File: config.mk
export PLATFORM = sky130hd
export DESIGN_NAME = tty_line_discipline
export DESIGN_NICKNAME = d
export VERILOG_FILES = /design/src/design/tld_pkg.sv /design/src/design/tld_ram.sv /design/src/design/tld_cfg.sv /design/src/design/tld_core.sv /design/src/design/tty_line_discipline.sv
export SDC_FILE = /design/constraint.sdc
export NUM_CORES = 1
export LEC_CHECK = 0
export ABC_CLOCK_PERIOD_IN_PS = 3800
export BUFFER_PORTS_ARGS = -buffer_cell sky130_fd_sc_hd__clkbuf_2
export CAP_MARGIN = 15
export CORE_MARGIN = 8
export CORE_UTILIZATION = 36
export DETAILED_ROUTE_END_ITERATION = 6
export SYNTH_ARGS = -nofsm -noshare
export SYNTH_HDL_FRONTEND = slang
export SYNTH_SLANG_ARGS = --single-unit
File: constraint.sdc
create_clock -name i_clk -period 3.8 [get_ports i_clk]
set_clock_uncertainty 0.2 [all_clocks]
set_input_delay 0 -clock i_clk [delete_from_list [all_inputs] [get_ports i_clk]]
set_output_delay 0 -clock i_clk [all_outputs]
set_load 0.005 [all_outputs]
File: src/design/tld_pkg.sv
// tld_pkg: shared types, constants and codes of the tty line discipline
// no dependencies; imported by every module of the block but tld_ram
`timescale 1ns / 1ps
package tld_pkg;

    localparam int unsigned C_LINE_DEPTH = 32;
    localparam int unsigned C_READ_DEPTH = 64;

    localparam logic [7:0] C_DEL        = 8'd127;
    localparam logic [7:0] C_CTL_OFFSET = 8'h40;
    localparam logic [7:0] C_CTL_LIMIT  = 8'd32;
    localparam logic [7:0] C_NL         = 8'd10;
    localparam logic [7:0] C_CR         = 8'd13;
    localparam logic [7:0] C_TAB        = 8'd9;
    localparam logic [5:0] C_MAX_READ   = 6'd32;

    // item kinds
    localparam logic [1:0] K_PUT   = 2'd0;
    localparam logic [1:0] K_READ  = 2'd1;
    localparam logic [1:0] K_FLUSH = 2'd2;

    // result kinds
    localparam logic [1:0] OK_ECHO   = 2'd0;
    localparam logic [1:0] OK_DATA   = 2'd1;
    localparam logic [1:0] OK_STATUS = 2'd2;

    // signal events
    localparam logic [1:0] SIG_NONE = 2'd0;
    localparam logic [1:0] SIG_INTR = 2'd1;
    localparam logic [1:0] SIG_SUSP = 2'd2;

    // register indexes
    localparam logic [2:0] CFG_MODE  = 3'd0;
    localparam logic [2:0] CFG_ERASE = 3'd1;
    localparam logic [2:0] CFG_KILL  = 3'd2;
    localparam logic [2:0] CFG_EOF   = 3'd3;
    localparam logic [2:0] CFG_EOL   = 3'd4;
    localparam logic [2:0] CFG_INTR  = 3'd5;
    localparam logic [2:0] CFG_SUSP  = 3'd6;
    localparam logic [2:0] CFG_MIN   = 3'd7;

    // mode flag bit positions
    localparam int unsigned FB_ICANON  = 0;
    localparam int unsigned FB_ECHO    = 1;
    localparam int unsigned FB_ECHOE   = 2;
    localparam int unsigned FB_ECHOK   = 3;
    localparam int unsigned FB_ECHONL  = 4;
    localparam int unsigned FB_ISIG    = 5;
    localparam int unsigned FB_NOFLSH  = 6;
    localparam int unsigned FB_ECHOCTL = 7;
    localparam int unsigned FB_ICRNL   = 8;
    localparam int unsigned FB_IGNCR   = 9;
    localparam int unsigned FB_INLCR   = 10;

    typedef struct packed {
        logic [1:0] kind;
        logic [7:0] byte_req;
        logic [5:0] read_count;
    } t_in_item;

    typedef struct packed {
        logic [1:0] out_kind;
        logic [7:0] out_byte;
        logic [1:0] signal_event;
        logic       line_ready;
        logic       dropped;
        logic [5:0] delivered;
        logic       last;
    } t_out_item;

    typedef struct packed {
        logic [10:0] mode_flags;
        logic [7:0]  erase_char;
        logic [7:0]  kill_char;
        logic [7:0]  eof_char;
        logic [7:0]  eol_char;
        logic [7:0]  intr_char;
        logic [7:0]  susp_char;
        logic [7:0]  min_count;
    } t_cfg;

    localparam t_cfg C_CFG_RESET = '{
        mode_flags: 11'd175, erase_char: 8'd127, kill_char: 8'd21, eof_char: 8'd4,
        eol_char: 8'd255, intr_char: 8'd3, susp_char: 8'd26, min_count: 8'd1
    };

    typedef enum logic [3:0] {
        ST_IDLE,
        ST_DECODE,
        ST_ECHO,
        ST_EOL,
        ST_COPY_RD,
        ST_COPY_WR,
        ST_RD_ADDR,
        ST_RD_DATA,
        ST_STATUS
    } t_state;

endpackage

File: src/design/tld_ram.sv
// tld_ram: simple dual port byte store, one write and one registered read
// depends on nothing
`timescale 1ns / 1ps
module tld_ram #(
    parameter int unsigned DEPTH = 32,
    parameter int unsigned AW    = (DEPTH > 1) ? $clog2(DEPTH) : 1
) (
    input  logic          i_clk,
    input  logic          i_we,
    input  logic [AW-1:0] i_waddr,
    input  logic [7:0]    i_wdata,
    input  logic [AW-1:0] i_raddr,
    output logic [7:0]    o_rdata
);
    logic [7:0] r_mem [DEPTH];
    logic [7:0] r_rdata;

    always_ff @(posedge i_clk) begin
        if (i_we) begin
            r_mem[i_waddr] <= i_wdata;
        end
        r_rdata <= r_mem[i_raddr];
    end

    assign o_rdata = r_rdata;
endmodule

File: src/design/tld_cfg.sv
// tld_cfg: configuration register file written over its own valid/ready channel
// depends on tld_pkg
`timescale 1ns / 1ps
module tld_cfg (
    input  logic          i_clk,
    input  logic          i_rst_n,
    input  logic          i_cfg_valid,
    input  logic [2:0]    i_cfg_index,
    input  logic [10:0]   i_cfg_data,
    output logic          o_cfg_ready,
    output tld_pkg::t_cfg o_cfg
);
    import tld_pkg::*;

    t_cfg r_cfg;
    t_cfg n_cfg;

    always_comb begin
        n_cfg = r_cfg;
        if (i_cfg_valid) begin
            unique case (i_cfg_index)
                CFG_MODE:  n_cfg.mode_flags = i_cfg_data;
                CFG_ERASE: n_cfg.erase_char = i_cfg_data[7:0];
                CFG_KILL:  n_cfg.kill_char  = i_cfg_data[7:0];
                CFG_EOF:   n_cfg.eof_char   = i_cfg_data[7:0];
                CFG_EOL:   n_cfg.eol_char   = i_cfg_data[7:0];
                CFG_INTR:  n_cfg.intr_char  = i_cfg_data[7:0];
                CFG_SUSP:  n_cfg.susp_char  = i_cfg_data[7:0];
                CFG_MIN:   n_cfg.min_count  = i_cfg_data[7:0];
                default:   n_cfg = r_cfg;
            endcase
        end
    end

    always_ff @(posedge i_clk) begin
        if (!i_rst_n) begin
            r_cfg <= C_CFG_RESET;
        end else begin
            r_cfg <= n_cfg;
        end
    end

    assign o_cfg_ready = 1'b1;
    assign o_cfg       = r_cfg;
endmodule

File: src/design/tld_core.sv
// tld_core: sequencer walking the line and read stores one byte a step
// depends on tld_pkg and tld_ram
`timescale 1ns / 1ps
module tld_core #(
    parameter int unsigned LINE_DEPTH = 32,
    parameter int unsigned READ_DEPTH = 64
) (
    input  logic               i_clk,
    input  logic               i_rst_n,
    input  tld_pkg::t_cfg      i_cfg,
    input  logic               start,
    input  tld_pkg::t_in_item  i_item,
    output logic               busy,
    output logic               o_strobe,
    output tld_pkg::t_out_item o_result
);
    import tld_pkg::*;

    localparam int unsigned LW = $clog2(LINE_DEPTH + 1);
    localparam int unsigned LA = (LINE_DEPTH > 1) ? $clog2(LINE_DEPTH) : 1;
    localparam int unsigned RW = $clog2(READ_DEPTH + 1);
    localparam int unsigned RA = (READ_DEPTH > 1) ? $clog2(READ_DEPTH) : 1;
    localparam int unsigned SW = ((LW > RW) ? LW : RW) + 1;

    function automatic logic [RA-1:0] f_inc(input logic [RA-1:0] p);
        logic [RA:0] s;
        s = {1'b0, p} + 1'b1;
        if (s == (RA+1)'(READ_DEPTH)) begin
            s = '0;
        end
        return s[RA-1:0];
    endfunction

    function automatic logic [5:0] f_sat32(input logic [8:0] v);
        return (v > 9'd32) ? 6'd32 : v[5:0];
    endfunction

    t_state          r_state, n_state;
    logic [1:0]      r_kind, n_kind;
    logic [7:0]      r_byte, n_byte;
    logic [LW-1:0]   r_line_len, n_line_len;
    logic [LW-1:0]   r_old_len, n_old_len;
    logic [LW-1:0]   r_idx, n_idx;
    logic [RW-1:0]   r_read_len, n_read_len;
    logic [RA-1:0]   r_head, n_head;
    logic [RA-1:0]   r_wp, n_wp;
    logic [5:0]      r_cnt, n_cnt;
    logic [7:0]      r_run_byte, n_run_byte;
    logic            r_eol, n_eol;
    logic [1:0]      r_sig, n_sig;
    logic            r_ready, n_ready;
    logic            r_drop, n_drop;
    logic [5:0]      r_deliv, n_deliv;
    t_out_item       r_out, n_out;
    logic            r_out_v, n_out_v;

    logic            line_we;
    logic [LA-1:0]   line_waddr;
    logic [7:0]      line_rdata;
    logic            read_we;
    logic [7:0]      read_rdata;

    // put decode
    logic            canon;
    logic [7:0]      c;
    logic            discard, eol, echo, kill, del, flush, ctl;
    logic [LW-1:0]   len, len_after;
    logic [7:0]      x;
    logic [1:0]      sig;
    logic [5:0]      p_cnt;
    logic [7:0]      p_byte;
    logic [SW-1:0]   fit_sum, wp_sum;

    assign canon = i_cfg.mode_flags[FB_ICANON];

    always_comb begin
        c       = r_byte;
        discard = 1'b0;
        if (r_byte == C_CR) begin
            if (i_cfg.mode_flags[FB_IGNCR]) begin
                discard = 1'b1;
            end else if (i_cfg.mode_flags[FB_ICRNL]) begin
                c = C_NL;
            end
        end else if (r_byte == C_NL && i_cfg.mode_flags[FB_INLCR]) begin
            c = C_CR;
        end
        if (canon) begin
            eol = (c == C_NL) || (c == i_cfg.eol_char) || (c == i_cfg.eof_char);
        end else begin
            eol = (9'(r_line_len) + 9'd1) >= {1'b0, i_cfg.min_count};
        end
        len   = r_line_len;
        echo  = i_cfg.mode_flags[FB_ECHO];
        kill  = 1'b0;
        del   = 1'b0;
        flush = 1'b0;
        sig   = SIG_NONE;
        if (canon && c == i_cfg.erase_char) begin
            discard = 1'b1;
            del     = 1'b1;
            if (len != '0) begin
                len = len - 1'b1;
            end else begin
                echo = 1'b0;
            end
            if (!i_cfg.mode_flags[FB_ECHOE]) begin
                echo = 1'b0;
            end
        end
        if (canon && c == i_cfg.kill_char) begin
            discard = 1'b1;
            kill    = 1'b1;
            echo    = i_cfg.mode_flags[FB_ECHOK];
        end
        if (i_cfg.mode_flags[FB_ISIG] && c == i_cfg.intr_char) begin
            sig     = SIG_INTR;
            flush   = flush | !i_cfg.mode_flags[FB_NOFLSH];
            discard = 1'b1;
            eol     = 1'b0;
        end
        if (i_cfg.mode_flags[FB_ISIG] && c == i_cfg.susp_char) begin
            if (sig == SIG_NONE) begin
                sig = SIG_SUSP;
            end
            flush   = flush | !i_cfg.mode_flags[FB_NOFLSH];
            discard = 1'b1;
            eol     = 1'b0;
        end
        if (flush) begin
            len = '0;
        end
        if (c == C_NL && canon && i_cfg.mode_flags[FB_ECHONL]) begin
            echo = 1'b1;
        end
        line_waddr = len[LA-1:0];
        len_after  = discard ? len : len + 1'b1;
        ctl = (c < C_CTL_LIMIT) && i_cfg.mode_flags[FB_ECHOCTL] && (c != C_NL) && (c != C_TAB);
        x   = ctl ? c + C_CTL_OFFSET : c;
        // kill and erase both discard; a kill that is also the erase char adds one DEL
        p_cnt  = '0;
        p_byte = C_DEL;
        if (echo && !discard) begin
            if (x == i_cfg.kill_char) begin
                p_cnt = f_sat32(9'(len_after));
            end else if (x == i_cfg.erase_char) begin
                p_cnt = 6'd1;
            end else begin
                p_byte = x;
                p_cnt  = 6'd1;
            end
        end else if (kill && echo) begin
            p_cnt = f_sat32(9'(len) + {8'b0, del});
        end else if (del && echo) begin
            p_cnt = 6'd1;
        end
        fit_sum = SW'(r_read_len) + SW'(r_line_len);
        wp_sum  = SW'(r_head) + SW'(r_read_len);
        if (wp_sum >= SW'(READ_DEPTH)) begin
            wp_sum = wp_sum - SW'(READ_DEPTH);
        end
    end

    always_comb begin
        n_state    = r_state;
        n_kind     = r_kind;
        n_byte     = r_byte;
        n_line_len = r_line_len;
        n_old_len  = r_old_len;
        n_idx      = r_idx;
        n_read_len = r_read_len;
        n_head     = r_head;
        n_wp       = r_wp;
        n_cnt      = r_cnt;
        n_run_byte = r_run_byte;
        n_eol      = r_eol;
        n_sig      = r_sig;
        n_ready    = r_ready;
        n_drop     = r_drop;
        n_deliv    = r_deliv;
        n_out      = '0;
        n_out_v    = 1'b0;
        line_we    = 1'b0;
        read_we    = 1'b0;
        unique case (r_state)
            ST_IDLE: begin
                if (start) begin
                    n_kind  = i_item.kind;
                    n_byte  = i_item.byte_req;
                    n_cnt   = (i_item.read_count > C_MAX_READ) ? C_MAX_READ
                                                               : i_item.read_count;
                    n_sig   = SIG_NONE;
                    n_ready = 1'b0;
                    n_drop  = 1'b0;
                    n_deliv = '0;
                    n_state = ST_DECODE;
                end
            end
            ST_DECODE: begin
                unique case (r_kind)
                    K_PUT: begin
                        if (r_line_len >= LW'(LINE_DEPTH)) begin
                            n_drop  = 1'b1;
                            n_state = ST_STATUS;
                        end else begin
                            line_we    = !discard;
                            n_old_len  = r_line_len;
                            n_line_len = kill ? '0 : len_after;
                            if (flush) begin
                                n_read_len = '0;
                            end
                            n_sig      = sig;
                            n_cnt      = p_cnt;
                            n_run_byte = p_byte;
                            n_eol      = eol;
                            n_state    = ST_ECHO;
                        end
                    end
                    K_READ: begin
                        n_state = ST_RD_ADDR;
                    end
                    K_FLUSH: begin
                        n_line_len = '0;
                        n_read_len = '0;
                        n_state    = ST_STATUS;
                    end
                    default: begin
                        n_state = ST_STATUS;
                    end
                endcase
            end
            ST_ECHO: begin
                if (r_cnt != '0) begin
                    n_out.out_kind = OK_ECHO;
                    n_out.out_byte = r_run_byte;
                    n_out_v        = 1'b1;
                    n_cnt          = r_cnt - 1'b1;
                end else begin
                    n_state = ST_EOL;
                end
            end
            ST_EOL: begin
                if (!r_eol) begin
                    n_state = ST_STATUS;
                end else if (fit_sum > SW'(READ_DEPTH)) begin
                    n_line_len = r_old_len;
                    n_drop     = 1'b1;
                    n_state    = ST_STATUS;
                end else begin
                    n_wp    = wp_sum[RA-1:0];
                    n_idx   = '0;
                    n_state = ST_COPY_RD;
                end
            end
            ST_COPY_RD: begin
                if (r_idx == r_line_len) begin
                    n_read_len = RW'(fit_sum);
                    n_line_len = '0;
                    n_ready    = 1'b1;
                    n_state    = ST_STATUS;
                end else begin
                    n_state = ST_COPY_WR;
                end
            end
            ST_COPY_WR: begin
                read_we = 1'b1;
                n_wp    = f_inc(r_wp);
                n_idx   = r_idx + 1'b1;
                n_state = ST_COPY_RD;
            end
            ST_RD_ADDR: begin
                if (r_read_len != '0 && r_cnt != '0) begin
                    n_state = ST_RD_DATA;
                end else begin
                    n_state = ST_STATUS;
                end
            end
            ST_RD_DATA: begin
                if (!canon || read_rdata != i_cfg.eof_char) begin
                    n_out.out_kind = OK_DATA;
                    n_out.out_byte = read_rdata;
                    n_out_v        = 1'b1;
                    n_deliv        = r_deliv + 1'b1;
                end
                n_head     = f_inc(r_head);
                n_read_len = r_read_len - 1'b1;
                n_cnt      = r_cnt - 1'b1;
                if (canon && (read_rdata == C_NL || read_rdata == i_cfg.eol_char
                              || read_rdata == i_cfg.eof_char)) begin
                    n_state = ST_STATUS;
                end else begin
                    n_state = ST_RD_ADDR;
                end
            end
            ST_STATUS: begin
                n_out.out_kind     = OK_STATUS;
                n_out.signal_event = r_sig;
                n_out.line_ready   = r_ready;
                n_out.dropped      = r_drop;
                n_out.delivered    = r_deliv;
                n_out.last         = 1'b1;
                n_out_v            = 1'b1;
                n_state            = ST_IDLE;
            end
            default: begin
                n_state = ST_IDLE;
            end
        endcase
    end

    always_ff @(posedge i_clk) begin
        if (!i_rst_n) begin
            r_state    <= ST_IDLE;
            r_line_len <= '0;
            r_read_len <= '0;
            r_head     <= '0;
            r_out_v    <= 1'b0;
        end else begin
            r_state    <= n_state;
            r_line_len <= n_line_len;
            r_read_len <= n_read_len;
            r_head     <= n_head;
            r_out_v    <= n_out_v;
        end
    end

    always_ff @(posedge i_clk) begin
        r_kind     <= n_kind;
        r_byte     <= n_byte;
        r_old_len  <= n_old_len;
        r_idx      <= n_idx;
        r_wp       <= n_wp;
        r_cnt      <= n_cnt;
        r_run_byte <= n_run_byte;
        r_eol      <= n_eol;
        r_sig      <= n_sig;
        r_ready    <= n_ready;
        r_drop     <= n_drop;
        r_deliv    <= n_deliv;
        r_out      <= n_out;
    end

    tld_ram #(.DEPTH(LINE_DEPTH), .AW(LA)) u_line_ram (
        .i_clk   (i_clk),
        .i_we    (line_we),
        .i_waddr (line_waddr),
        .i_wdata (c),
        .i_raddr (r_idx[LA-1:0]),
        .o_rdata (line_rdata)
    );

    // read store is a ring: r_head is the oldest byte
    tld_ram #(.DEPTH(READ_DEPTH), .AW(RA)) u_read_ram (
        .i_clk   (i_clk),
        .i_we    (read_we),
        .i_waddr (r_wp),
        .i_wdata (line_rdata),
        .i_raddr (r_head),
        .o_rdata (read_rdata)
    );

    assign busy     = (r_state != ST_IDLE);
    assign o_strobe = r_out_v;
    assign o_result = r_out;

`ifndef SYNTH
    a_last_ends_item: assert property (@(posedge i_clk) disable iff (!i_rst_n)
        r_out_v && r_out.last |-> r_state == ST_IDLE)
        else $error("status beat while item still running");
    a_no_beat_after_accept: assert property (@(posedge i_clk) disable iff (!i_rst_n)
        start && r_state == ST_IDLE |=> !r_out_v)
        else $error("beat right after accept");
    a_read_len_bound: assert property (@(posedge i_clk) disable iff (!i_rst_n)
        r_read_len <= RW'(READ_DEPTH) && r_line_len <= LW'(LINE_DEPTH))
        else $error("store length beyond depth");
    a_copy_fits: assert property (@(posedge i_clk) disable iff (!i_rst_n)
        r_state == ST_COPY_WR |-> fit_sum <= SW'(READ_DEPTH))
        else $error("line copy overruns read store");
`endif
endmodule

File: src/design/tty_line_discipline.sv
// tty_line_discipline: top level, config registers plus byte sequencer
// depends on tld_pkg, tld_cfg, tld_core (and tld_ram below it)
// busy spans decode, echo beats and, when a line moves, a read and a write state per byte;
// a read has an address and a data state per byte, stopping at a line end; flush, unknown
// kind or full line store go to status; status beat follows with busy low; receiver cannot stall
// synchronous active-low reset empties both stores; no clearing pass is needed
`timescale 1ns / 1ps
module tty_line_discipline #(
    parameter int unsigned LINE_DEPTH = tld_pkg::C_LINE_DEPTH,
    parameter int unsigned READ_DEPTH = tld_pkg::C_READ_DEPTH
) (
    input  logic               i_clk,
    input  logic               i_rst_n,
    input  logic               start,
    input  tld_pkg::t_in_item  i_item,
    output logic               busy,
    output logic               o_strobe,
    output tld_pkg::t_out_item o_result,
    input  logic               i_cfg_valid,
    input  logic [2:0]         i_cfg_index,
    input  logic [10:0]        i_cfg_data,
    output logic               o_cfg_ready
);
    import tld_pkg::*;

    t_cfg cfg;

    tld_cfg u_cfg (
        .i_clk       (i_clk),
        .i_rst_n     (i_rst_n),
        .i_cfg_valid (i_cfg_valid),
        .i_cfg_index (i_cfg_index),
        .i_cfg_data  (i_cfg_data),
        .o_cfg_ready (o_cfg_ready),
        .o_cfg       (cfg)
    );

    tld_core #(.LINE_DEPTH(LINE_DEPTH), .READ_DEPTH(READ_DEPTH)) u_core (
        .i_clk    (i_clk),
        .i_rst_n  (i_rst_n),
        .i_cfg    (cfg),
        .start    (start),
        .i_item   (i_item),
        .busy     (busy),
        .o_strobe (o_strobe),
        .o_result (o_result)
    );
endmodule

# Word-level counts from Yosys, hierarchy flattened
# Memory sizes are Yosys's and may differ from the RTL's. A register that Yosys moved wholly into a read port is not among the register bits.
# Cells that the tools add are included.
[totals] regBits=165 ramBits=768 in_bits=34 out_inout_bits=24 n_memories=2
[classes] add_sub_neg=14 order_cmp=8 n_eq_ne=51 mux=102 bitwise_logic=3 n_reduce_logical=60
[mem_list] name="u_core.u_read_ram.r_mem" depth=64 word_bits=8 read_ports=1 rd_clocked_by_memory_dff=1 write_ports=1 line_no="tld_ram.sv:15" rtl="logic [7:0] r_mem [DEPTH];"
[mem_list] name="u_core.u_line_ram.r_mem" depth=32 word_bits=8 read_ports=1 rd_clocked_by_memory_dff=1 write_ports=1 line_no="tld_ram.sv:15"
[op_table] cell="6-bit 2-to-1 mux" count=28
[op_table] cell="8-bit == test" count=10
[op_table] cell="8-bit 2-to-1 mux" count=6
[op_table] cell="6-bit case mux with 2 select lines" count=4
[op_table] cell="1-bit 2-to-1 mux" count=35
[op_table] cell="8-bit by 4-bit == test with 1-bit output (second input constant)" count=4
[op_table] cell="4-bit 2-to-1 mux" count=8
[op_table] cell="4-bit case mux with 8 select lines" count=1
[op_table] cell="6-bit case mux with 4 select lines" count=1
[op_table] cell="6-bit by 1-bit adder with 7-bit output (second input constant)" count=3
[op_table] cell="7-bit 2-to-1 mux" count=3
[op_table] cell="7-bit case mux with 3 select lines" count=1
[op_table] cell="2-bit AND reduction" count=10
[op_table] cell="6-bit by 1-bit adder with 6-bit output (second input constant)" count=3
[op_table] cell="6-bit case mux with 3 select lines" count=1
[op_table] cell="6-bit by 1-bit subtractor with 6-bit output (second input constant)" count=3
[op_table] cell="4-bit by 3-bit == test with 1-bit output (second input constant)" count=4
[op_table] cell="8-bit by 4-bit inequality test with 1-bit output (second input constant)" count=2
[op_table] cell="8-bit case mux with 2 select lines" count=1
[op_table] cell="1-bit logical AND" count=15
[op_table] cell="7-bit == test (second input constant)" count=2
[op_table] cell="2-bit by 1-bit inequality test with 1-bit output (second input constant)" count=7
[op_table] cell="7-bit case mux with 2 select lines" count=1
[op_table] cell="3-bit == test (second input constant)" count=4
[op_table] cell="other kinds (49)" count=81

# Logic depth before layout (Yosys ltp)
# Gate-level depths: netlist of the first run.
[logic_depth] word_depth=19 depth_mapped=16 ltp_nobuf=14

# Modules after synthesis
# Synthesis of the first run repeated with hierarchy kept, for this count alone.
[hier_totals] cells_unflattened=2388 hier_area_um2=39818.2
[by_module_without_submodules] module="tld_ram (u_core.u_read_ram)" instances=1 cells_per_inst=940 area_each_um2=20166.8 seq_area_each_um2=15534.9
[by_module_without_submodules] module="tld_ram (u_core.u_line_ram)" instances=1 cells_per_inst=417 area_each_um2=10053.4 seq_area_each_um2=7847.5
[by_module_without_submodules] module="tld_core" instances=1 cells_per_inst=779 area_each_um2=6952.9 seq_area_each_um2=2492.4
[by_module_without_submodules] module="tld_cfg" instances=1 cells_per_inst=252 area_each_um2=2645.0 seq_area_each_um2=1341.3

# Worst setup path before layout of the first run
# No wires, ideal clock.
[synth_timing] path_kind="reg-to-reg" start="register u_core.r_byte[7]" end="register u_core.r_cnt[0], data pin" setup_time_ns=0.266 arrival_time_ns=3.531 setup_slack_ns=-0.196 path_stages_with_launch=15 n_path_buf=0 period_less_slack_ns=3.996 path_cell_list="edfxtp_1 or4_4 or4_1 o211a_2 a211oi_2 nand2_1 xnor2_1 nand2_1 inv_1 ha_1 ha_1 a21oi_1 mux2_4 a31oi_1 o31ai_2"
[synth_via] elab_chain_len=19 word_cells_on_any_way=60 classes_between="3 x add/sub; 3 x order compare; 10 x eq/ne; 29 x mux; 1 x bitwise; 14 x reduce/logical"
[synth_rtl] item="start, declared" line_no="tld_core.sv:40" rtl="logic [7:0] r_byte, n_byte;"
[synth_rtl] item="start signal, assigned" line_no="tld_core.sv:329" rtl="r_byte <= n_byte;"
[synth_rtl] item="8-bit by 4-bit == test with 1-bit output" line_no="tld_core.sv:85" rtl="end else if (r_byte == C_NL && i_cfg.mode_flags[FB_INLCR]) begin"
[synth_rtl] item="1-bit logical AND" line_no="tld_core.sv:85"
[synth_rtl] item="8-bit 2-to-1 mux" line_no="tld_core.sv:85"
[synth_rtl] item="8-bit 2-to-1 mux" line_no="tld_core.sv:79" rtl="if (r_byte == C_CR) begin"
[synth_rtl] item="8-bit == test" line_no="tld_core.sv:116" rtl="if (i_cfg.mode_flags[FB_ISIG] && c == i_cfg.intr_char) begin"
[synth_rtl] item="1-bit logical AND" line_no="tld_core.sv:116"
[synth_rtl] item="1-bit 2-to-1 mux" line_no="tld_core.sv:116"
[synth_rtl] item="1-bit OR" line_no="tld_core.sv:126" rtl="flush = flush | !i_cfg.mode_flags[FB_NOFLSH];"
[synth_rtl] item="[... 4 more ...]"
[synth_rtl] item="6-bit > comparator" line_no="tld_core.sv:35" rtl="return (v > 9'd32) ? 6'd32 : v[5:0];"
[synth_rtl] item="6-bit 2-to-1 mux" line_no="tld_core.sv:35"
[synth_rtl] item="6-bit 2-to-1 mux" line_no="tld_core.sv:144" rtl="if (x == i_cfg.kill_char) begin"
[synth_rtl] item="6-bit 2-to-1 mux *" line_no="tld_core.sv:143" rtl="if (echo && !discard) begin"
[synth_rtl] item="6-bit 2-to-1 mux *" line_no="tld_core.sv:202" rtl="if (r_line_len >= LW'(LINE_DEPTH)) begin"
[synth_rtl] item="6-bit 2-to-1 mux *" line_no="tld_core.sv:200" rtl="unique case (r_kind)"
[synth_rtl] item="6-bit case mux with 4 select lines *" line_no="tld_core.sv:185" rtl="unique case (r_state)"
[synth_rtl] item="net u_core.n_cnt[0]" line_no="tld_core.sv:47" rtl="logic [5:0] r_cnt, n_cnt;"
[synth_rtl] item="end signal, assigned" line_no="tld_core.sv:333" rtl="r_cnt <= n_cnt;"
[synth_rtl] item="end, declared" line_no="tld_core.sv:47"
# Mark *: on every way through the listed nets, which the timed path passes. The rest lies on a longest branch. The select of a mux whose other input is x is not followed.
# A chain may end at the register's enable or synchronous reset.

# Worst setup path after layout of the first run
[layout_timing] start="register u_core.r_byte[1]" end="memory u_core.u_line_ram.r_mem[4][2] (enable)"
[layout_via] elab_chain_len=16 word_cells_on_any_way=31 classes_between="6 x eq/ne; 18 x mux; 1 x bitwise; 6 x reduce/logical"
[layout_rtl] item="8-bit by 4-bit == test with 1-bit output" line_no="tld_core.sv:85"
[layout_rtl] item="1-bit logical AND" line_no="tld_core.sv:85"
[layout_rtl] item="8-bit 2-to-1 mux" line_no="tld_core.sv:85"
[layout_rtl] item="8-bit 2-to-1 mux" line_no="tld_core.sv:79"
[layout_rtl] item="8-bit == test" line_no="tld_core.sv:99" rtl="if (canon && c == i_cfg.erase_char) begin"
[layout_rtl] item="1-bit logical AND" line_no="tld_core.sv:99"
[layout_rtl] item="1-bit 2-to-1 mux" line_no="tld_core.sv:99"
[layout_rtl] item="1-bit 2-to-1 mux" line_no="tld_core.sv:111" rtl="if (canon && c == i_cfg.kill_char) begin"
[layout_rtl] item="1-bit 2-to-1 mux" line_no="tld_core.sv:116"
[layout_rtl] item="1-bit 2-to-1 mux" line_no="tld_core.sv:122" rtl="if (i_cfg.mode_flags[FB_ISIG] && c == i_cfg.susp_char) begin"
[layout_rtl] item="1-bit logical NOT" line_no="tld_core.sv:206" rtl="line_we = !discard;"
[layout_rtl] item="1-bit 2-to-1 mux" line_no="tld_core.sv:202"
[layout_rtl] item="1-bit 2-to-1 mux" line_no="tld_core.sv:200"
[layout_rtl] item="1-bit 2-to-1 mux" line_no="tld_core.sv:185"
[layout_rtl] item="1-bit 2-to-1 mux" line_no="tld_ram.sv:19" rtl="if (i_we) begin"
[layout_rtl] item="1-bit 2-to-1 mux (not written as such)" line_no="tld_ram.sv:20" rtl="r_mem[i_waddr] <= i_wdata;"
[layout_rtl] item="end, declared" line_no="tld_ram.sv:15"
# Several ways; a longest one is shown, not always the timed one.

==> results of run 1 <==
==> what timing repair did <==
| action | CTS | global route |
|---|---|---|
| pin swaps | 31 | 29 |
| endpoints found under the setup margin | 274 | 280 |
| resized for setup | 85 | 78 |
| gates cloned | 0 | 1 |
| endpoints found under the hold margin | 94 | 0 |
| setup buffers | 9 | 20 |
| hold buffers | 64 | 0 |
==> critical path: cells and delay by family (launching register included) <==
| kind | cells | cell delay, ps |
|---|---|---|
| buffers and inverters | 5 | 710 |
| DFF | 1 | 390 |
| AOI/OAI and AO/OA | 2 | 500 |
| muxes | 1 | 150 |
| and+or+nand+nor | 5 | 1670 |
==> through the flow <==
stage / cell area (sq um) / worst slack, ps / instances / total power [mW]
CTS: 47500 / -111 / 4193 / 26.8
finish: 48100 / -127 / 4215 / 26.9
global placement: 43100 / -449 / 3939 / 16.6
floorplan: 39600 / -83.0 / 2366 / 14.9
global route: 48100 / -257 / 4214 / 27.9
detailed placement: 43100 / -476 / 3940 / 16.7
==> worst max-delay path by stage <==
stage / start / end / slack, ps / cells after the start
6_report: u_core.r_byte[1] / u_core.u_line_ram.r_mem[4][2] / -130 / 13
5_1_grt: u_core.r_byte[1] / u_core.r_cnt[0] / -260 / 14
4_1_cts: u_core.r_byte[5] / u_core.u_line_ram.r_mem[6][0] / -110 / 15
3_5_place_dp: u_core.r_byte[5] / u_core.r_cnt[3] / -480 / 12
3_3_place_gp: u_core.r_byte[5] / u_core.r_cnt[3] / -450 / 12
2_1_floorplan: u_core.r_byte[7] / u_core.u_line_ram.r_mem[8][0] / -80 / 9
==> cell families after synthesis <==
family / Yosys count
flip-flops: 949
AND/OR/NAND/NOR: 604
multiplexers: 271
AO/OA/AOI/OAI: 218
buffers and inverters: 173
XOR/XNOR: 114
adder cells (fa/ha/maj): 36
other: 1
==> layer usage <==
metal,vias up,track usage
li1,9978,-
met1,11800,0.230
met2,848,0.264
met3,182,0.0253
met4,0,0.0521
met5,-,0
==> final cells by class <==
class | instances | area, sq um
Fill cell | 9352 | 60800
Sequential cell | 949 | 27200
Multi-Input combinational cell | 1244 | 12400
Timing Repair Buffer | 381 | 3190
Clock buffer | 120 | 2570
Tap cell | 1414 | 1770
Clock inverter | 61 | 734
Inverter | 45 | 171
Antenna cell | 1 | 2.50
==> report_power, final <==
group | leakage (nW) | internal, mW | switching (mW)
Sequential | 8.45 | 11.9 | 0.405
Clock | 1.60 | 5.74 | 4.06
Combinational | 5.70 | 1.95 | 2.85
Total | 15.7 | 19.6 | 7.31
==> state kept, by name, summed over array words and instances, names as in the netlist, 7 cells and up <==
signal,cells
u_core.o_result,21
u_core.u_line_ram.o_rdata,8
u_core.r_read_len,7
u_core.u_read_ram.r_mem,512
u_core.r_byte,8
u_core.r_run_byte,8
u_core.u_read_ram.o_rdata,8
u_core.u_line_ram.r_mem,256
u_cfg.o_cfg,67
==> placed cells by master (no fill, tap or decap), types with 16 or more instances in the layout <==
cell type,Yosys,final
a21oi_1,66,65
buf_12,0,17
buf_4,1,221
buf_6,0,20
clkbuf_1,74,18
clkbuf_16,0,99
clkbuf_2,8,56
clkinv_1,0,19
dfxtp_1,128,117
dlygate4sd3_1,0,64
edfxtp_1,821,821
ha_1,34,31
inv_1,44,42
mux4_2,248,248
nand2_1,200,191
nand3_1,71,68
nand4_1,17,17
nor2_1,180,152
nor2_4,0,27
nor2b_1,16,16
nor3_1,21,18
o21ai_0,24,22
xnor2_1,74,70
xor2_1,39,39
==> results.json, run 1 <==
{
  "outcome": "finished, violations left",
  "violated_checks": "setup timing",
  "synth.most_common_cell": "edfxtp_1",
  "whs_endpoint": "u_cfg.o_cfg[48]",
  "cells_after_synth": 2366,
  "rows": 121,
  "post-route-worst-setup-slack_ps": -127,
  "cp-end-kind": "flip-flop",
  "total_leakage_power_nw": 15.7,
  "slew-limit-headroom": 0.219,
  "die_x_um": 347,
  "met2RoutedLength_um": 48300,
  "areaGrowthSynthToFinish_pct": 21.5,
  "finalHoldViolCount": 0,
  "reg2reg_depth": 13,
  "fin_nets": 2788,
  "vias": 22900,
  "yosys.cell_types.count": 89,
  "tritoncts_clock_tree": "done",
  "synth.largest_area_cell": "edfxtp_1",
  "final_period_minus_worst_setup_slack_ps": 3930,
  "htree_num_levels": 3,
  "netlist_top_cells_area": "edfxtp_1 62%, mux4_2 14%, dfxtp_1 6.5%",
  "power.density_mw_per_mm2": 561,
  "fmax_mhz": 255,
  "grt_pass1_vias": 23200,
  "crit_path_frequent_cell": "buf_6",
  "dieHeight_um": 347,
  "whs_ps": 104,
  "synth.net_count": 2436,
  "hold_path.startpoint": "i_cfg_data[0]",
  "drt_first_pass_iters": 6,
  "ys_ff_latch": 949,
  "setup-tns-final_ps": -7850,
  "syn_area_sq_mm": 0.0396,
  "timing.critical_path.fanout_max": 8,
  "cts_max_path_buffers": 3,
  "routed_wire_length_per_instance_um": 24.1,
  "gr-total-overflow": 0,
  "rrSetupSlack_ps": -130,
  "highest_layer": "met4",
  "drive_gt1_frac": 0.307,
  "ir_worst_vdd_mv": 0.463,
  "synth_simple_gate_area_frac": 0.0715,
  "critPathKind": "reg -> reg",
  "setup-violations-final": 139,
  "cp_slowest_cell": "or4_4",
  "dominant_combinational_cell_family_by_area_after_synthesis": "multiplexers",
  "synthesis.yosys.warnings": 0,
  "clkSlewWorstSetupHoldPaths_ps": 60,
  "wl_met3_um": 6190,
  "cts_buffers": 97,
  "dr_iter_0_viols": 2222,
  "route.antenna.remaining_nets": 0,
  "min_period_over_period": 1.03,
  "clk_latency_ps": 670,
  "post-route-util": 0.442,
  "async_sr_flop_fraction": 0,
  "critical-path-max-stage-delay_ps": 580,
  "worstSetupStartpointType": "flip-flop",
  "hp-class": "in -> reg",
  "cts-root-buf": "clkbuf_16",
  "drc": 0,
  "cp.required_ps": 3970,
  "number_of_flops_mapped_to_enable_cells_by_yosys": 821,
  "io_pins": 58,
  "antenna_violations_before_repair": 1,
  "cp_data_arrival_time_ps": 4090,
  "post-synth-top-area-fraction": 0.623,
  "start_util": 0.363,
  "totalWireLength_um": 101000,
  "detailed_place_hpwl_um": 66300,
  "synth_fa_ha_area_frac": 0.0118,
  "slew_worst_pin_ps": 1170,
  "core_area_sq_mm": 0.109,
  "port_buf_inserts": 56,
  "synth_compound_area_frac": 0.0384,
  "largest_net_degree_at_the_start_of_global_routing": 67,
  "clock_sinks": 949,
  "grt_first_pass_wirelength_um": 153000,
  "wl_met1_um": 44000,
  "synth_flop_cell": "edfxtp_1",
  "synth-xor-area-share": 0.0254,
  "global_route.usage.total": 0.164,
  "worstHoldPathCells": 4,
  "fp.dieArea_sq_mm": 0.121,
  "vias_per_cell": 5.42,
  "drv_cap": 0,
  "syn-mean-instance-area_sq_um": 16.7,
  "synth.mux.area_fraction": 0.148,
  "ys_seq_area_frac": 0.688,
  "gp_congestion": 0.936,
  "rsz0062_at_grt": "yes",
  "crit_path_cell_trace": "or4_4 -> or4_4 -> o211a_4 -> buf_6 -> a2111oi_4 -> buf_4 -> buf_6 -> mux2_4 -> buf_6 -> nand2_4 -> or3_4 -> nor2_1 -> buf_4",
  "critical_path.reg2reg.endpoint": "u_core.u_line_ram.r_mem[4][2]",
  "post_synth_most_frequent_cells": "821 x edfxtp_1, 248 x mux4_2, 200 x nand2_1",
  "final_max_slew_viols": 0,
  "rr_startpoint": "u_core.r_byte[1]"
}
Note: power is estimated with default switching activity, not from simulation.
==> run 2: changes to the inputs <==
- ABC_AREA: unset -> 1
==> run 2 against run 1 <==
  * Sequential cell count stayed put
  * Cell count is 26% higher
  * Sequential share of layout area is 1.3 points higher
  * Critical path depth is 13 higher
  * Total power is 3.3% lower
  * Hold slack worse by 32 ps
  * Via count is 24% higher
  * Maximum frequency is 9.4% higher
  * Die area is 1.1% higher
  * Combinational power is 18% lower
  * Count of clock-buffer cells in the layout is 9 higher
  * The flow now finishes without violations
  * Critical endpoint is now u_core.r_cnt[5]
  * Clock power is 0.8% higher
  * Largest power group unchanged
==> results.json, run 2 <==
{
  "outcome": "completed",
  "tritoncts_clock_tree": "done",
  "yosys.cell_types.count": 61,
  "fp.dieArea_sq_mm": 0.122,
  "cts_buffers": 98,
  "dieHeight_um": 349,
  "drc": 0,
  "slew_worst_pin_ps": 1100,
  "htree_num_levels": 3,
  "cp-end-kind": "flip-flop",
  "die_x_um": 349,
  "worstHoldPathCells": 4,
  "final_max_slew_viols": 0,
  "hold_path.startpoint": "i_item[5]",
  "io_pins": 58,
  "drt_first_pass_iters": 6,
  "critical_path.reg2reg.endpoint": "u_core.r_cnt[5]",
  "synthesis.yosys.warnings": 0,
  "core_area_sq_mm": 0.111,
  "rrSetupSlack_ps": 210,
  "design_area_sq_mm": 0.0470,
  "rr_startpoint": "u_core.r_byte[7]",
  "finalHoldViolCount": 0,
  "mostFrequentLayoutCells": "821 x edfxtp_1, 625 x nor2_1, 477 x o21ai_0",
  "slew-limit-headroom": 0.267,
  "totalWireLength_um": 110000,
  "start_util": 0.362,
  "cts-root-buf": "clkbuf_16",
  "synth.largest_area_cell": "edfxtp_1",
  "critPathKind": "reg -> reg",
  "layout.cells.most_common": "edfxtp_1",
  "ys_ff_latch": 949,
  "netlist_top_cells_area": "edfxtp_1 62%, dfxtp_1 6.4%, o21ai_0 6.0%",
  "gr-total-overflow": 0,
  "post-synth-top-area-fraction": 0.616,
  "global_route.usage.total": 0.174,
  "areaGrowthSynthToFinish_pct": 17.4,
  "grt_pass1_vias": 26600,
  "detailed_place_hpwl_um": 67400,
  "total_leakage_power_nw": 16.5,
  "largest-register": "u_core.u_read_ram.r_mem",
  "dpl.cell_count": 5071,
  "largest_net_degree_at_the_start_of_global_routing": 181,
  "dr_iter_0_viols": 3143,
  "met2RoutedLength_um": 50100,
  "vias": 28300,
  "timing.critical_path.fanout_max": 9,
  "cp_data_arrival_time_ps": 3770,
  "final_period_minus_worst_setup_slack_ps": 3590,
  "clk_latency_ps": 660,
  "min_period_over_period": 0.945,
  "worstSetupStartpointType": "flip-flop",
  "antenna_violations_before_repair": 0,
  "rsz0062_at_grt": "yes",
  "route.antenna.remaining_nets": 0,
  "whs_endpoint": "u_core.r_cnt[5]",
  "reg2reg_depth": 26,
  "wl_met1_um": 49700,
  "gp_congestion": 0.909,
  "power_mw": 26.1,
  "cts_max_path_buffers": 3,
  "syn-mean-instance-area_sq_um": 11.3,
  "routed_wire_length_per_instance_um": 20.7,
  "cp.required_ps": 3980,
  "synth_flop_cell": "edfxtp_1",
  "finalNonFillerCells": 5331,
  "cells_after_synth": 3554,
  "wl_met3_um": 7490,
  "fmax_mhz": 279,
  "largest_register_ffs": 512,
  "highest_layer": "met4",
  "fin_nets": 3828,
  "syn_area_sq_mm": 0.0400,
  "drive_gt1_frac": 0.123,
  "vias_per_cell": 5.31,
  "grt_first_pass_wirelength_um": 166000,
  "power.density_mw_per_mm2": 555,
  "placedInstanceArea_sq_mm": 0.0428,
  "ir_worst_vdd_mv": 0.426,
  "hp-class": "in -> reg",
  "clkSlewWorstSetupHoldPaths_ps": 70,
  "post_synth_most_frequent_cells": "821 x edfxtp_1, 627 x nor2_1, 478 x o21ai_0",
  "port_buf_inserts": 56,
  "synth.most_common_cell": "edfxtp_1",
  "synth.net_count": 3624,
  "async_sr_flop_fraction": 0,
  "number_of_flops_mapped_to_enable_cells_by_yosys": 821,
  "drv_cap": 0,
  "ys_seq_area_frac": 0.680,
  "setup-violations-final": 0,
  "setup-tns-final_ps": 0,
  "clock_sinks": 949,
  "rows": 122
}
run 2: cell types whose count changed after synthesis, sizes merged, moves of 38 or more:
cell / previous run / this run
buf: 46 / 8
clkbuf: 82 / 186
inv: 45 / 187
mux4: 248 / 0
nand2: 200 / 400
nand3: 71 / 147
nand4: 18 / 57
nor2: 182 / 636
o21ai: 29 / 484
o221ai: 1 / 73
o22ai: 3 / 127
xnor2: 74 / 18
run 2: cell families after synthesis:
kind of cell             after synthesis  share of synthesized area
AND/OR/NAND/NOR                     1292                      0.138
AO/OA/AOI/OAI                        836                      0.122
other                                  1                  0.0000937
buffers and inverters                392                     0.0377
adder cells (fa/ha/maj)               36                     0.0116
XOR/XNOR                              48                     0.0105
flip-flops                           949                      0.680
run 2: metal layers:
metal | GRT usage | vias up
met4 | 0.0525 | 0
met5 | 0 | -
met2 | 0.273 | 1085
met1 | 0.251 | 13800
met3 | 0.0245 | 150
li1 | - | 13200
run 2: area by class of cell:
class	count	area, sq um
Antenna cell	1	2.50
Clock buffer	129	2690
Clock inverter	55	637
Fill cell	10300	63500
Inverter	198	763
Multi-Input combinational cell	2214	11400
Sequential cell	949	27200
Tap cell	1488	1860
Timing Repair Buffer	297	2390
run 2: power by group:
| group | total, mW | internal [mW] | leakage, nW | switching, mW |
|---|---|---|---|---|
| sequential | 12.3 | 11.9 | 8.44 | 0.324 |
| combinational | 3.91 | 1.21 | 6.41 | 2.70 |
| clock | 9.88 | 5.82 | 1.62 | 4.07 |
run 2: metrics by stage:
| stage | setup WS [ps] | util | hold slack, ps |
|---|---|---|---|
| 3_3_place_gp | 104 | 0.387 | -20.3 |
| 3_5_place_dp | 90.6 | 0.387 | -15.4 |
| 5_1_grt | -26.6 | 0.425 | 95.9 |
| 6_report | 210 | 0.425 | 72.0 |
| 4_1_cts | 77.7 | 0.423 | 38.7 |
| 2_1_floorplan | 156 | - | -101 |
run 2: how the worst max path moves through the flow:
| stage | start | endpoint | slack, ps |
|---|---|---|---|
| floorplan | u_core.r_byte[5] | u_core.r_cnt[5] | 160 |
| global placement | u_core.r_byte[2] | u_core.r_cnt[0] | 100 |
| detailed placement | u_core.r_byte[2] | u_core.r_cnt[0] | 90 |
| CTS | u_core.r_byte[2] | u_core.r_cnt[5] | 80 |
| global route | u_core.r_byte[7] | u_core.u_line_ram.r_mem[6][0] | -30 |
| finish | u_core.r_byte[7] | u_core.r_cnt[5] | 210 |
run 2: worst max-delay path, stage by stage (launching register included):
cell      delay (ps)
edfxtp_1         410
inv_2            100
nand2_2           80
nor2_8           180
nand3_4          150
nand2_4          140
nand2_4           70
nand2_1           60
nand2_1           70
nor3_1           190
nand2_1          140
nand2_2          150
nand2_8          110
nand3_4           80
inv_2             60
ha_4             180
ha_4             170
inv_1             70
nor2_1            40
nand3_1           90
nand2_1           60
nand2_1          110
nand2_2           80
nand2_1           90
o21ai_1           70
nand2_1           70
o211ai_1          80
run 2: what timing repair did:
action,4_1_cts,5_1_grt
gates resized for setup,0,18
hold buffers,64,0
setup buffers,0,9
hold endpoints to repair,133,0
setup endpoints to repair,0,182
